[src/hdl/assert_macros.svh]
// assertion macros used by the top level of the blur block
// expects clk and rst_n to be visible where a macro is used
`ifndef ASSERT_MACROS_SVH
`define ASSERT_MACROS_SVH

// condition that holds on every clock edge out of reset
`define ASSERT_CLK(lbl, cond, msg) \
  lbl: assert property (@(posedge clk) disable iff (!rst_n) (cond)) else $error(msg);

// same-cycle implication
`define ASSERT_IMPL(lbl, ante, cons, msg) \
  lbl: assert property (@(posedge clk) disable iff (!rst_n) (ante) |-> (cons)) else $error(msg);

// next-cycle implication
`define ASSERT_NEXT(lbl, ante, cons, msg) \
  lbl: assert property (@(posedge clk) disable iff (!rst_n) (ante) |=> (cons)) else $error(msg);

`endif

[src/hdl/rgbm_fifo.sv]
// two-entry queue between the front and back ends
// depends on nothing
module rgbm_fifo #(
  parameter int WIDTH = 8
) (
  input  logic             clk,
  input  logic             rst_n,
  input  logic             push,
  input  logic [WIDTH-1:0] push_data,
  output logic             full,
  input  logic             pop,
  output logic             valid,
  output logic [WIDTH-1:0] head
);

  logic [WIDTH-1:0] slot_r [2];
  logic wr_ptr_r, rd_ptr_r;
  logic [1:0] count_r;

  assign full  = count_r == 2'd2;
  assign valid = count_r != 2'd0;
  assign head  = slot_r[rd_ptr_r];

  always_ff @(posedge clk) begin
    if (push) begin
      slot_r[wr_ptr_r] <= push_data;
    end
  end

  always_ff @(posedge clk) begin
    if (!rst_n) begin
      wr_ptr_r <= 1'b0;
      rd_ptr_r <= 1'b0;
      count_r  <= 2'd0;
    end else begin
      if (push) begin
        wr_ptr_r <= !wr_ptr_r;
      end
      if (pop) begin
        rd_ptr_r <= !rd_ptr_r;
      end
      count_r <= count_r + {1'b0, push} - {1'b0, pop};
    end
  end

endmodule

[config.mk]
export PLATFORM = sky130hd
export DESIGN_NAME = rgbm_fifo
export DESIGN_NICKNAME = d
export VERILOG_FILES = /design/src/hdl/assert_macros.svh /design/src/hdl/rgbm_fifo.sv
export SDC_FILE = /design/constraint.sdc
export NUM_CORES = 1
export LEC_CHECK = 0
export BUFFER_PORTS_ARGS = -buffer_cell sky130_fd_sc_hd__buf_2
export CAP_MARGIN = 20
export CORE_MARGIN = 2
export CORE_UTILIZATION = 52
export DETAILED_ROUTE_END_ITERATION = 8
export PLACE_DENSITY = 0.79
export SLEW_MARGIN = 20
export SYNTH_ARGS = -nofsm -noshare
export SYNTH_HDL_FRONTEND = slang
export SYNTH_SLANG_ARGS = --single-unit
export TNS_END_PERCENT = 30
[constraint.sdc]
create_clock -name clk -period 3.3 [get_ports clk]
set_clock_uncertainty 0.15 [all_clocks]
set_input_delay 0.165 -clock clk [delete_from_list [all_inputs] [get_ports clk]]
set_output_delay 0.165 -clock clk [all_outputs]
set_load 0.03 [all_outputs]
==> metrics.yaml <==
setup_path:
  required_ns: 2.98
  reg2reg_from: "count_r[0]"
  critPathCapture: "head[1]"
  worstPathArrival_ns: 1.39
  ff2ff_setup_slack_ns: 1.78
  cp_max_fo: 8
  cp-start-kind: "flip-flop"
  r2r-end: "count_r[1]"
  worstSetupPathType: "reg2out"
  ff2ff_path_depth: 6
  end_kind: "output port"
synth:
  synth_area_leaders: "edfxtp_1 60%, dfxtp_1 12%, mux2_1 11%"
  avgSynthCellArea_sq_um: 17.46
  synth_area_sq_um: 803.3
  synth-seq-cells: 21
  synth_cell_types: 12
  synth_nets: 60
  yosysSeqAreaShare_pct: 72.27
  yosys.area.top_type: "edfxtp_1"
  synth_top_area_share_pct: 59.81
  syn_inst: 46
  ys_warn_count: 0
grt:
  grt_antenna_before_repair: 0
  grt_first_pass_wirelength_microns: 1911
  grt_use_met3_pct: 3.830
  track_usage_pct: 14.80
  grt_max_degree: 12
  met2_usage_pct: 22.99
  grt_pass1_vias: 438
  grt.busiest_layer: "met2"
  use_met1_pct: 17.61
  grt.overflow.total: 0
cts:
  clock_latency_ns: 0.29
  cts_resized: 0
  htreeDepth: 1
  cts_made_buffers: 3
  clock-sinks: 21
  clk_pin_slew_ns: 0.10
  clk_path_buf_depth: 2
  tritoncts: "done"
  post_cts_buffers: 0
  cts_root_buf: "clkbuf_4"
floorplan:
  die_x_microns: 43.31
  core_area_sq_um: 1471
  top_level_ports: 22
  dieArea_sq_um: 1875
  row_count: 14
  start_util_pct: 54.59
  die_y_microns: 43.31
hold_path:
  min_path_type: "in2reg"
timing:
  holdWs_ns: 0.05819
  fin_crit_sh_pct: 51.54
  hold_viol: 0
  slew_headroom_pct: 45.99
  rsz0062_at_grt: "false"
  setup_viol: 0
  maxSlewViolCount: 0
  setup_tns_ns: 0
  worstMarginPinSlew_ns: 0.8084
  fmax_ghz: 0.5880
  finalCriticalPeriod_ns: 1.701
layout:
  drive_gt1_share_pct: 30.38
  fillers: 108
  final_cell_mix: "21 x buf_2, 16 x edfxtp_1, 9 x dlygate4sd3_1"
  antennaDiodeCount: 0
  syn_to_final_growth_pct: 29.44
  nNetsFinal: 94
  final_common_cell: "buf_2"
detailed_routing:
  vias: 464
  viasPerCell: 4.884
  wl_per_cell_microns: 12.44
  drt.antenna.violating_nets: 0
  dr.pass1.iters: 4
  drtIter0Drc: 1
  wl_microns: 1182
  drc: 0
status:
  outcome: "finished, final reports clean"
power_and_ir_drop:
  p_per_area_nw_per_um2: 524.9
  worst_ir_drop_vdd_mv: 0.3506
  leakagePower_nw: 0.4277
run:
  maxCapViolCount: 0
placement:
  portBuffers: 21
  place.gp.congestion: 0.6407
  dp_hpwl_microns: 803.3
## synthesized netlist by cell type
master,instances
and2_1,4
buf_2,1
dfxtp_1,5
edfxtp_1,16
ha_1,2
inv_1,2
mux2_1,8
nor2b_1,4
o21a_1,1
or2_1,1
xnor3_1,1
xor2_1,1
## timing repair
item / CTS / global route
hold buffers: 9 / 0
endpoints found under the hold margin: 21 / 0
endpoints found under the setup margin: 0 / 0
## routing by layer
metal	part of all wire (%)	wire [microns]
met5	0	0
met4	2.3	27
met3	3.9	46
met2	51	602
met1	43	505
## worst min-delay path by stage
stage                     cells past startpoint           end  slack, ns          from
after detailed placement                      1  slot_r[1][3]       0.21  push_data[3]
after global placement                        1  slot_r[0][5]       0.20  push_data[5]
after global routing                          3      wr_ptr_r       0.06          push
final                                         3      wr_ptr_r       0.06          push
after CTS                                     3      wr_ptr_r       0.05          push
after floorplan                               0  slot_r[0][0]       0.11  push_data[0]
## layout make-up
class                   count  area, sq um  area share (%)
flip-flops and latches     21        580.6           55.84
multi-input cells          22        210.2           20.22
repair buffers             30        195.2           18.77
clock buffers               4        26.28           2.527
well taps                  16        20.02           1.925
inverters                   2        7.507          0.7220
## power breakdown
| group | internal [W] | leakage [nW] | switching, W | total (W) |
|---|---|---|---|---|
| Combinational | 0.0000513 | 0.221 | 0.0000616 | 0.000113 |
| Sequential | 0.000304 | 0.192 | 0.0000107 | 0.000315 |
| Clock | 0.0000471 | 0.0150 | 0.0000707 | 0.000118 |
| Total | 0.000403 | 0.428 | 0.000143 | 0.000546 |
## cell families after synthesis
group,synth area share (%)
muxes,11.22
adders and majority gates,3.115
AOI/OAI and AO/OA,0.9349
DFF,72.27
buffers and inverters,1.557
xor gates and xnor gates,3.894
and+or+nand+nor,7.009
## metrics by stage
stage | instance area, sq um | power [W] | setup slack (ns) | utilization (%) | cells
floorplan | 803.3 | 0.0003966 | 1.848 | - | 46
global placement | 923.4 | 0.0004235 | 1.832 | 62.76 | 82
detailed placement | 923.4 | 0.0004272 | 1.791 | 62.76 | 82
CTS | 1040 | 0.0005530 | 1.566 | 70.66 | 95
global route | 1040 | 0.0005726 | 1.516 | 70.66 | 95
finish | 1040 | 0.0005457 | 1.599 | 70.66 | 95
## worst max-delay path, stage by stage (launching register included)
cell and delay (ns):
dfxtp_1 0.55, mux2_1 0.36, buf_2 0.18
## flip-flops by register name (all words and copies together) (netlist names), named ones only
| signal | flops |
|---|---|
| slot_r | 16 |
| count_r | 2 |
| rd_ptr_r | 1 |
| wr_ptr_r | 1 |
No activity file was read; power rests on OpenSTA's default activity.
