### config.mk
export PLATFORM = sky130hd
export DESIGN_NAME = rgbm_front_flat
export DESIGN_NICKNAME = d
export VERILOG_FILES = /design/src/hdl/assert_macros.svh /design/src/hdl/rgbm_pkg.sv /design/src/hdl/rgbm_if.sv /design/src/hdl/rgbm_front.sv /design/src/flat_wrapper.sv
export SDC_FILE = /design/constraint.sdc
export NUM_CORES = 1
export LEC_CHECK = 0
export ABC_AREA = 1
export BUFFER_PORTS_ARGS = -buffer_cell sky130_fd_sc_hd__clkbuf_2
export CORE_ASPECT_RATIO = 1.2
export CORE_MARGIN = 2
export CORE_UTILIZATION = 53
export DETAILED_ROUTE_END_ITERATION = 12
export PLACE_DENSITY = 0.82
export SLEW_MARGIN = 25
export SYNTH_ARGS = -nofsm -noshare
export SYNTH_HDL_FRONTEND = slang
export SYNTH_SLANG_ARGS = --single-unit
### constraint.sdc
create_clock -name clk -period 2.5 [get_ports clk]
set_input_delay 0.125 -clock clk [delete_from_list [all_inputs] [get_ports clk]]
set_output_delay 0.125 -clock clk [all_outputs]
set_load 0.03 [all_outputs]
### src/hdl/assert_macros.svh
// assertion macros used by the top level of the blur block
// expects clk and rst_n to be visible where a macro is used
`ifndef ASSERT_MACROS_SVH
`define ASSERT_MACROS_SVH

// condition that holds on every clock edge out of reset
`define ASSERT_CLK(lbl, cond, msg) \
  lbl: assert property (@(posedge clk) disable iff (!rst_n) (cond)) else $error(msg);

// same-cycle implication
`define ASSERT_IMPL(lbl, ante, cons, msg) \
  lbl: assert property (@(posedge clk) disable iff (!rst_n) (ante) |-> (cons)) else $error(msg);

// next-cycle implication
`define ASSERT_NEXT(lbl, ante, cons, msg) \
  lbl: assert property (@(posedge clk) disable iff (!rst_n) (ante) |=> (cons)) else $error(msg);

`endif

### src/hdl/rgbm_pkg.sv
// shared types and constants of the eight-neighbour mean blur
// no dependencies
package rgbm_pkg;

  localparam int PIX_W     = 8;
  localparam int CFG_W     = 11;
  localparam int CFG_IDX_W = 2;
  localparam int SUM_W     = PIX_W + 3;

  // register indexes on the configuration channel
  localparam logic [CFG_IDX_W-1:0] REG_FRAME_WIDTH  = 2'd0;
  localparam logic [CFG_IDX_W-1:0] REG_FRAME_HEIGHT = 2'd1;

  localparam logic [CFG_W-1:0] FRAME_DIM_RESET = 11'd256;
  localparam logic [CFG_W-1:0] MIN_DIM         = 11'd2;

  typedef struct packed {
    logic [PIX_W-1:0] red;
    logic [PIX_W-1:0] green;
    logic [PIX_W-1:0] blue;
  } rgb_t;

  // what the back end does with one queued item
  typedef struct packed {
    logic emit;       // item produces a result
    logic top_rep;    // replicate middle row into top row
    logic bot_rep;    // replicate middle row into bottom row
    logic left_rep;   // replicate centre column into left column
    logic right_rep;  // replicate centre column into right column
    logic last;       // result closes the frame
  } emit_ctl_t;

  typedef struct packed {
    logic at_frame_start;
    logic draining;
  } front_stat_t;

endpackage

### src/hdl/rgbm_if.sv
// handshake channels of the blur block: pixel in, result out, register write
// depends on rgbm_pkg
interface rgbm_in_if import rgbm_pkg::*; ();
  logic             valid;
  logic             ready;
  logic             cmd;
  logic [PIX_W-1:0] in_red;
  logic [PIX_W-1:0] in_green;
  logic [PIX_W-1:0] in_blue;
  modport source (output valid, cmd, in_red, in_green, in_blue, input ready);
  modport sink   (input valid, cmd, in_red, in_green, in_blue, output ready);
endinterface


### src/hdl/rgbm_front.sv
// front end: accepts items, tracks raster position, classifies each item
// depends on rgbm_pkg and rgbm_in_if
module rgbm_front import rgbm_pkg::*; #(
  parameter int MAX_WIDTH  = 1024,
  parameter int MAX_HEIGHT = 1024,
  localparam int CW = $clog2(MAX_WIDTH),
  localparam int RW = $clog2(MAX_HEIGHT + 2)
) (
  input  logic              clk,
  input  logic              rst_n,
  rgbm_in_if.sink           in_bus,
  input  logic [CFG_W-1:0]  frame_width,
  input  logic [CFG_W-1:0]  frame_height,
  input  logic              restart,
  input  logic              q_full,
  output logic              push,
  output logic [CW-1:0]     push_col,
  output rgb_t              push_pix,
  output emit_ctl_t         push_ctl,
  output front_stat_t       stat
);

  logic [CW-1:0] col_r, col_nxt;
  logic [RW-1:0] row_r, row_nxt;
  logic draining, accept, drop, case_a, case_b, row_end;

  always_comb begin
    draining = 32'(row_r) >= 32'(frame_height);
    in_bus.ready = !q_full;
    accept = in_bus.valid && in_bus.ready;
    drop = !draining && in_bus.cmd;
    push = accept && !drop;

    // start of a row closes the last column of the row two above
    case_a = (col_r == '0) && (32'(row_r) >= 32'd2);
    case_b = (col_r != '0) && (32'(row_r) >= 32'd1);
    row_end = (32'(col_r) + 32'd1) == 32'(frame_width);

    push_ctl.emit      = case_a || case_b;
    push_ctl.top_rep   = case_a ? (32'(row_r) == 32'd2) : (32'(row_r) == 32'd1);
    push_ctl.bot_rep   = case_a ? (32'(row_r) > 32'(frame_height))
                                : (32'(row_r) >= 32'(frame_height));
    push_ctl.left_rep  = case_b && (32'(col_r) == 32'd1);
    push_ctl.right_rep = case_a;
    push_ctl.last      = case_a && (32'(row_r) == 32'(frame_height) + 32'd1);

    push_col = col_r;
    if (draining) begin
      push_pix = '0;
    end else begin
      push_pix = '{red: in_bus.in_red, green: in_bus.in_green, blue: in_bus.in_blue};
    end

    col_nxt = col_r;
    row_nxt = row_r;
    if (restart) begin
      col_nxt = '0;
      row_nxt = '0;
    end else if (push) begin
      if (push_ctl.last) begin
        col_nxt = '0;
        row_nxt = '0;
      end else if (row_end) begin
        col_nxt = '0;
        row_nxt = row_r + RW'(1);
      end else begin
        col_nxt = col_r + CW'(1);
      end
    end

    stat.at_frame_start = (col_r == '0) && (row_r == '0);
    stat.draining = draining;
  end

  always_ff @(posedge clk) begin
    if (!rst_n) begin
      col_r <= '0;
      row_r <= '0;
    end else begin
      col_r <= col_nxt;
      row_r <= row_nxt;
    end
  end

endmodule

### src/flat_wrapper.sv
// flat-port wrapper written by rule: the top's interface ports become plain ports
module rgbm_front_flat import rgbm_pkg::*;
#(
  parameter int MAX_WIDTH  = 1024,
  parameter int MAX_HEIGHT = 1024,
  localparam int CW = $clog2(MAX_WIDTH),
  localparam int RW = $clog2(MAX_HEIGHT + 2)
)
  (clk, rst_n, frame_width, frame_height, restart, q_full, push, push_col, push_pix, push_ctl, stat, in_bus_valid, in_bus_cmd, in_bus_in_red, in_bus_in_green, in_bus_in_blue, in_bus_ready);
  rgbm_in_if in_bus_i ();
  input  logic clk;
  input  logic rst_n;
  input  logic [CFG_W-1:0] frame_width;
  input  logic [CFG_W-1:0] frame_height;
  input  logic restart;
  input  logic q_full;
  output logic push;
  output logic [CW-1:0] push_col;
  output rgb_t push_pix;
  output emit_ctl_t push_ctl;
  output front_stat_t stat;
  input wire logic [$bits(in_bus_i.valid)-1:0] in_bus_valid;
  input wire logic [$bits(in_bus_i.cmd)-1:0] in_bus_cmd;
  input wire logic [$bits(in_bus_i.in_red)-1:0] in_bus_in_red;
  input wire logic [$bits(in_bus_i.in_green)-1:0] in_bus_in_green;
  input wire logic [$bits(in_bus_i.in_blue)-1:0] in_bus_in_blue;
  output wire logic [$bits(in_bus_i.ready)-1:0] in_bus_ready;
  assign in_bus_i.valid = in_bus_valid;
  assign in_bus_i.cmd = in_bus_cmd;
  assign in_bus_i.in_red = in_bus_in_red;
  assign in_bus_i.in_green = in_bus_in_green;
  assign in_bus_i.in_blue = in_bus_in_blue;
  assign in_bus_ready = in_bus_i.ready;
  rgbm_front #(.MAX_WIDTH(MAX_WIDTH), .MAX_HEIGHT(MAX_HEIGHT)) u_core (.clk(clk), .rst_n(rst_n), .in_bus(in_bus_i), .frame_width(frame_width), .frame_height(frame_height), .restart(restart), .q_full(q_full), .push(push), .push_col(push_col), .push_pix(push_pix), .push_ctl(push_ctl), .stat(stat));
endmodule
==> results.ini, run 1 <==
[global_routing]
grt_pass1_wl_um=14200
grt_max_degree=26
grt_pass1_vias=3239
grt_antenna_before_repair=0
use_met3_pct=4.40
grt.overflow.total=0
grt_usage_pct=27.8
busiest_layer=met2
met2_usage_pct=51.2
grt_use_met1_pct=32.2

[routing]
via_count=3701
drt-total-wl_um=9020
ant_nets=0
drt-initial-drc-count=210
drc=0
viasPerCell=5.18
first_pass_iters=5
wire_per_inst_um=12.6

[sta]
maxSlewViolCount=0
finalClockSkew_ps=7.86
slew_headroom_pct=62.3
finalSetupViolations=0
period_needed_ps=2430
clock.fmax_ghz=0.411
worst_pin_slew_ps=560
tns_ps=0
fin_crit_sh_pct=97.2
hold_viol=0
fin_hold_ws_ps=268

[synth]
syn_avg_cell_area_um2=5.52
syn_inst=554
synth_area_mm2=0.00306
ys_types=32
synth.ff_latch_count=21
yosysSeqAreaShare_pct=13.7
synth_fp_nets=625
ys_warn_count=0

[finish]
layout.nets=723
drive_gt1_share_pct=24.3
n_fill_cell=547
n_antenna_cell=0
synthToLayoutAreaGrowth_pct=20.3
final_util_pct=65.4

[placed_design]
gp_congestion=0.958
place_hpwl_um=7480
port_buffers=95

[worst_setup_path]
crit_end=push_pix[22]
worstPathRequired_ps=2380
crit_fanout=25
reg2reg_depth=14
worst_ep_arrival_time_ps=2310
r2r-start=u_core.push_col[0]
r2r_slack_ps=240
r2r_end=u_core.row_r[6]
crit_type=reg -> out
startpoint=u_core.row_r[4]
worst_setup_path_end_kind=output pin
critPathLaunchType=flop

[hold_path]
hold_class=in -> reg
hp-start=in_bus_cmd

[clock_tree]
clock_tree.root_cell=clkbuf_8
clk-insertion-delay-late_ps=270
hold_buffers=0
cts_buffers=3
clockBufferDepth=2
path_clk_slew_ps=70
tritoncts=yes
clock-sinks=21
htree_num_levels=1

[floorplanning]
die_h_um=87.2
fp.dieW_um=73.3
initial_core_util_pct=54.3
die-area_mm2=0.00640
num_io_pins=96
rows=30
coreArea_mm2=0.00563

[run]
drv_cap=0

[pwr]
p_per_area_mw_per_mm2=227
cellLeakagePower_nw=2.11
ir_drop_uv=245
power_w=0.000836

[outcome]
status=complete, no violations

[power breakdown]
part | switching (W) | total [W] | internal, W
sequential | 0.000000813 | 0.000335 | 0.000335
clock | 0.000120 | 0.000232 | 0.000112
combinational | 0.000176 | 0.000269 | 0.0000933
[cell type report]
cell class | instances | area [µm²] | share of cell area [%]
Timing Repair Buffer | 108 | 573 | 15.6
Tap cell | 64 | 80.1 | 2.18
Sequential cell | 21 | 422 | 11.5
Clock inverter | 1 | 5.00 | 0.136
Multi-Input combinational cell | 407 | 2140 | 58.1
Inverter | 111 | 419 | 11.4
Clock buffer | 3 | 41.3 | 1.12
[Yosys cell counts]
cell type / number / area (µm²)
xnor3_2: 1 / 23.8
inv_1: 97 / 364
buf_6: 2 / 22.5
nor4_1: 5 / 31.3
ha_1: 19 / 238
buf_4: 5 / 37.5
a21oi_1: 27 / 135
nand2_2: 10 / 62.6
nand3b_1: 4 / 30.0
nor2_4: 4 / 45.0
nand4_4: 1 / 21.3
nor2_2: 10 / 62.6
o21ai_0: 4 / 20.0
o21a_1: 1 / 7.51
o41ai_1: 1 / 8.76
xor2_1: 12 / 105
nand2_4: 2 / 22.5
nand3_2: 3 / 30.0
nand3_1: 62 / 310
nand3_4: 1 / 17.5
dfxtp_1: 21 / 420
and2_1: 1 / 6.26
and3_1: 1 / 6.26
o21ai_1: 4 / 20.0
clkinv_1: 4 / 15.0
inv_2: 10 / 37.5
nor3_1: 3 / 15.0
clkbuf_1: 2 / 7.51
buf_2: 6 / 30.0
nand4_1: 15 / 93.8
nor2_1: 77 / 289
nand2_1: 139 / 522
[worst min-delay path by stage]
stage                               to  cells after the start  slack (ps)
floorplan              u_core.row_r[0]                      3         330
global placement    u_core.push_col[9]                      2         530
detailed placement        in_bus_ready                      3         540
CTS                    u_core.row_r[2]                      4         270
global route           u_core.row_r[2]                      4         270
finish                 u_core.row_r[2]                      4         270
[through the flow]
stage / setup WS [ps] / instance area, µm² / instances
floorplan: 167 / 3060 / 554
global placement: 280 / 3590 / 707
detailed placement: 237 / 3590 / 707
CTS: 10.8 / 3630 / 711
global route: -9.31 / 3680 / 715
finish: 69.7 / 3680 / 715
[state kept, by name, summed over array words and instances, names as in the netlist]
name / cells
u_core.row_r: 11
u_core.push_col: 10
[cells by family (layout without fill, tap and decap cells)]
| family | count (synthesis) | count (layout) | share of synthesized area (%) |
|---|---|---|---|
| AOI/OAI and AO/OA | 37 | 37 | 6.26 |
| adders and majority gates | 19 | 19 | 7.77 |
| xor gates and xnor gates | 13 | 13 | 4.21 |
| buffers and inverters | 126 | 223 | 16.8 |
| DFF | 21 | 21 | 13.7 |
| and+or+nand+nor | 338 | 338 | 51.2 |
[routing by layer]
layer | routed length [µm] | up-vias
li1 | - | 1924
met1 | 3580 | 1648
met2 | 4730 | 110
met3 | 455 | 19
met4 | 255 | 0
met5 | 0 | -
[critical path, stage by stage (launching register included)]
cell	delay, ps
dfxtp_1	490
ha_1	310
a21oi_1	170
o21ai_0	100
nand2_1	70
nand3_1	70
nor2_2	270
inv_4	170
nor2_1	160
clkbuf_2	230
[repair_timing]
action                                 CTS  global route
gates cloned                             0             0
gates resized for setup                  1             6
setup endpoints to repair               17            27
endpoints found under the hold margin    0             0
buffers inserted                         0             4
pin swaps                                0             1
[cell usage in the layout (no fill, tap or decap), types with 2 or more instances in the layout]
cell type / count
a21oi_1: 26
buf_4: 13
clkbuf_2: 94
clkbuf_8: 3
clkinv_1: 4
dfxtp_1: 20
ha_1: 19
inv_1: 97
inv_2: 9
nand2_1: 139
nand2_2: 10
nand2_4: 2
nand3_1: 62
nand3_2: 3
nand3b_1: 4
nand4_1: 15
nor2_1: 75
nor2_2: 12
nor2_4: 4
nor3_1: 3
nor4_1: 5
o21ai_0: 4
o21ai_1: 4
xor2_1: 12
Note: power is estimated with default switching activity, not from simulation.
==> run 2, diff against run 1 <==
- REMOVE_ABC_BUFFERS: unset -> 1
==> results.ini, run 2 (synthesis gave the netlist of run 1 again) <==
[pwr]
power_w=0.000832
p_int_w=0.000539
p_per_area_mw_per_mm2=227
clockPowerShare_pct=27.8
cellLeakagePower_nw=2.10
swShare_pct=35.3
p_seq_share_pct=40.3
p_sw_w=0.000294
ir_drop_uv=152
combPwrFrac_pct=31.9

[placed_design]
place_hpwl_um=7250
gp_congestion=0.955
place_ws_ps=169
port_buffers=95

[routing]
wire_per_inst_um=12.4
viasPerCell=5.20
drt-initial-drc-count=162
ant_nets=0
first_pass_iters=5
drc=0
drt-total-wl_um=8860
via_count=3716

[sta]
fin_crit_sh_pct=92.2
finalSetupViolations=0
finalClockSkew_ps=1.45
period_needed_ps=2310
worst_pin_slew_ps=449
hold_viol=0
maxSlewViolCount=0
clock.fmax_ghz=0.434
postLayoutSetupSlackWorst_ps=195
rsz0062_at_grt=false
slew_headroom_pct=69.8

[worst_setup_path]
startpoint=u_core.row_r[8]
crit_fanout=25
worstPathRequired_ps=2380
worst_setup_path_end_kind=output pin
r2r_slack_ps=270
r2r-start=u_core.push_col[5]
critPathLaunchType=flop
crit_type=reg -> out
worst_ep_arrival_time_ps=2180
r2r_end=u_core.row_r[5]
reg2reg_depth=14

[clock_tree]
cts_buffers=3
clockBufferDepth=2
clock_tree.root_cell=clkbuf_8
clock-sinks=21
path_clk_slew_ps=80
clk-insertion-delay-late_ps=270
htree_num_levels=1
tritoncts=yes

[hold_path]
hp-start=restart
min_to=u_core.row_r[1]
hold_class=in -> reg
min_path_cells=5

[finish]
regMostFlops=u_core.row_r
synthToLayoutAreaGrowth_pct=20.0
most-common-layout-cells=nand2_1 (138), inv_1 (95), clkbuf_2 (94)
drive_gt1_share_pct=24.8
layout.nets=722
n_fill_cell=552
n_antenna_cell=0
final_util_pct=65.2
final_common_cell=nand2_1
largest_reg_flops=11

[floorplanning]
num_io_pins=96
rows=30
fp.dieW_um=73.3
die-area_mm2=0.00640
coreArea_mm2=0.00563
initial_core_util_pct=54.3
die_h_um=87.2

[global_routing]
grt.overflow.total=0
grt_pass1_wl_um=13800
grt_pass1_vias=3249
grt_usage_pct=27.2
grt_max_degree=27
grt_antenna_before_repair=0

[outcome]
status=complete, no violations

[run]
drv_cap=0

==> run 2: cell types whose count changed in the layout (fill, tap and decap cells not counted), moves of 2 or more <==
cell	before	now
inv_1	97	95
inv_2	9	11
dfxtp_2	1	3
dfxtp_1	20	18
==> run 2: layout make-up <==
| type | instances | area [µm²] | area share (%) |
|---|---|---|---|
| Inverter | 111 | 419 | 11.4 |
| Sequential cell | 21 | 424 | 11.6 |
| Multi-Input combinational cell | 407 | 2130 | 58.1 |
| Clock inverter | 1 | 5.00 | 0.136 |
| Tap cell | 64 | 80.1 | 2.18 |
| Clock buffer | 3 | 41.3 | 1.13 |
| Timing Repair Buffer | 107 | 568 | 15.5 |
==> run 2: per-stage QoR <==
stage               hold WS, ps  cells  setup TNS, ps  instance area, µm²
finish                      277    714              0                3670
global route                302    714              0                3670
CTS                         280    710              0                3630
detailed placement          538    706              0                3580
global placement            535    706              0                3580
floorplan                   367    539         -21760                2960
==> run 2: worst max-delay path by stage <==
| stage | to | cells after the start | slack, ps |
|---|---|---|---|
| detailed placement | u_core.row_r[4] | 15 | 170 |
| floorplan | u_core.push_col[0] | 11 | -1430 |
| global route | push_ctl[0] | 12 | 2 |
| finish | push_pix[1] | 8 | 190 |
| global placement | u_core.row_r[1] | 15 | 240 |
| CTS | push_pix[1] | 9 | 20 |
==> run 2: worst max-delay path, cell delays in order, from the launching register on <==
cell,delay [ps]
dfxtp_1,490
ha_1,320
a21oi_1,160
o21a_1,130
nand3_1,90
nor2_2,200
inv_4,150
nor2_1,140
clkbuf_2,220
==> run 2: power by group through the flow <==
stage	registers, W	logic [W]	clock network, W
detailed placement	0.000343	0.000264	0
global placement	0.000343	0.000259	0
floorplan	0.000344	0.000163	0
CTS	0.000335	0.000265	0.000232
finish	0.000336	0.000265	0.000232
global route	0.000336	0.000293	0.000244
==> run 2: layer usage <==
layer	vias to the layer above	global-route usage, %	share of wire [%]
met2	99	51.3	54
li1	1921	-	-
met1	1674	31.2	40
met3	22	1.27	3.3
met4	0	11.4	2.8
met5	-	0	0
==> run 2: repair_timing <==
| action | in CTS | in global routing |
|---|---|---|
| buffers inserted | 0 | 4 |
| resized for setup | 0 | 11 |
| hold buffers | 0 | 0 |
| setup endpoints to repair | 0 | 34 |
==> run 3, diff against run 2 <==
- CORE_UTILIZATION: 53 -> 57
- PLACE_DENSITY: 0.82 -> 0.88
- clock period: 2.5 -> 2.96 ns (I/O delays scaled with it)
==> results.ini, run 3 (synthesis gave the netlist of run 1 again) <==
[outcome]
status=complete, no violations

[sta]
fin_crit_sh_pct=87.0
finalSetupViolations=0
maxSlewViolCount=0
worst_pin_slew_ps=468
rsz0062_at_grt=false
slew_headroom_pct=68.5
hold_viol=0
fin_hold_ws_ps=214
tns_ps=0
postLayoutSetupSlackWorst_ps=384
period_needed_ps=2580
clock.fmax_ghz=0.388
finalClockSkew_ps=4.84

[global_routing]
grt_antenna_before_repair=0
grt_usage_pct=28.0
grt_pass1_wl_um=13900
grt_pass1_vias=3197
grt_max_degree=30
grt.overflow.total=0

[worst_setup_path]
critPathMaxStageDelay_ps=460
crit_fanout=29
worst_setup_path_end_kind=output pin
critPathLaunchType=flop
worst_ep_arrival_time_ps=2430
crit_chain=inv_1 > ha_1 > nand2_1 > nor2_1 > nand4_1 > inv_1 > nor2_1 > a21oi_2 > buf_4 > clkbuf_2
cp_slowest_cell=dfxtp_1
r2r_slack_ps=610
worstPathRequired_ps=2810
crit_type=reg -> out

[placed_design]
place_hpwl_um=6950
place_ws_ps=665
port_buffers=95
dp.cells=698
gp_congestion=0.984

[floorplanning]
fp.dieW_um=70.9
num_io_pins=96
initial_core_util_pct=58.5
die-area_mm2=0.00597
rows=29
coreArea_mm2=0.00523
die_h_um=84.2

[routing]
viasPerCell=5.18
drt-total-wl_um=8470
drc=0
ant_nets=0
wire_per_inst_um=12.1
first_pass_iters=5
via_count=3633
drt-initial-drc-count=192

[finish]
final_common_cell=nand2_1
largest_reg_flops=11
fin_cells=702
n_antenna_cell=0
n_fill_cell=485
synthToLayoutAreaGrowth_pct=17.0
layout.nets=712
drive_gt1_share_pct=22.5
most-common-layout-cells=nand2_1 (139), inv_1 (97), clkbuf_2 (95)
regMostFlops=u_core.row_r

[pwr]
cellLeakagePower_nw=2.05
p_per_area_mw_per_mm2=195
ir_drop_uv=252

[clock_tree]
htree_num_levels=1
cts_resized=0
cts_setup_buffers=0
clock_tree.root_cell=clkbuf_8
tritoncts=yes
path_clk_slew_ps=80
cts_buffers=3
clk-insertion-delay-late_ps=260
clockBufferDepth=2
hold_buffers=0
clock-sinks=21

[hold_path]
hold_class=in -> reg

[run]
drv_cap=0

-- run 3: changes by cell type in the layout (fill, tap and decap cells not counted), sizes merged --
cell  change
buf      -10
-- run 3: final timing paths --
| path | cells after the start | startpoint | to |
|---|---|---|---|
| max | 10 | u_core.row_r[0] | push |
| max reg2reg | 14 | u_core.push_col[0] | u_core.row_r[8] |
| min reg2reg | 2 | u_core.push_col[9] | u_core.push_col[9] |
| min | 4 | in_bus_cmd | u_core.push_col[9] |
-- run 3: worst max-delay path, delay by kind of cell, from the launching register on --
family	cells	cell delay [ps]
AOI/OAI and AO/OA	1	180
buffers and inverters	4	840
DFF	1	460
and+or+nand+nor	4	350
adders and majority gates	1	320
-- run 3: layout make-up --
| cell class | instances | area (µm²) | area share, % |
|---|---|---|---|
| well taps | 62 | 77.6 | 2.17 |
| clock inverters | 1 | 5.00 | 0.140 |
| repair buffers | 97 | 490 | 13.7 |
| clock buffers | 3 | 41.3 | 1.15 |
| inverters | 111 | 417 | 11.6 |
| multi-input cells | 407 | 2130 | 59.4 |
| flip-flops and latches | 21 | 420 | 11.7 |
-- run 3: power by group --
group	switching, W	internal (W)	leakage [nW]	total [W]
Sequential	0.000000680	0.000283	0.169	0.000283
Combinational	0.000144	0.0000775	1.86	0.000222
Clock	0.0000985	0.0000939	0.0255	0.000192
-- run 3: per-stage QoR --
stage	area, µm²	utilization (%)	power, W
2_1_floorplan	2960	-	0.000428
3_5_place_dp	3530	67.6	0.000510
6_report	3580	68.5	0.000697
3_3_place_gp	3530	67.6	0.000506
4_1_cts	3580	68.5	0.000700
5_1_grt	3580	68.5	0.000734
-- run 3: per-layer routing --
layer	track usage, %	up-vias	routed length [µm]	share of wire (%)
li1	-	1893	-	-
met1	35.1	1576	3580	42
met2	49.9	145	4160	49
met3	1.80	19	519	6.1
met4	9.95	0	210	2.5
met5	0	-	0	0
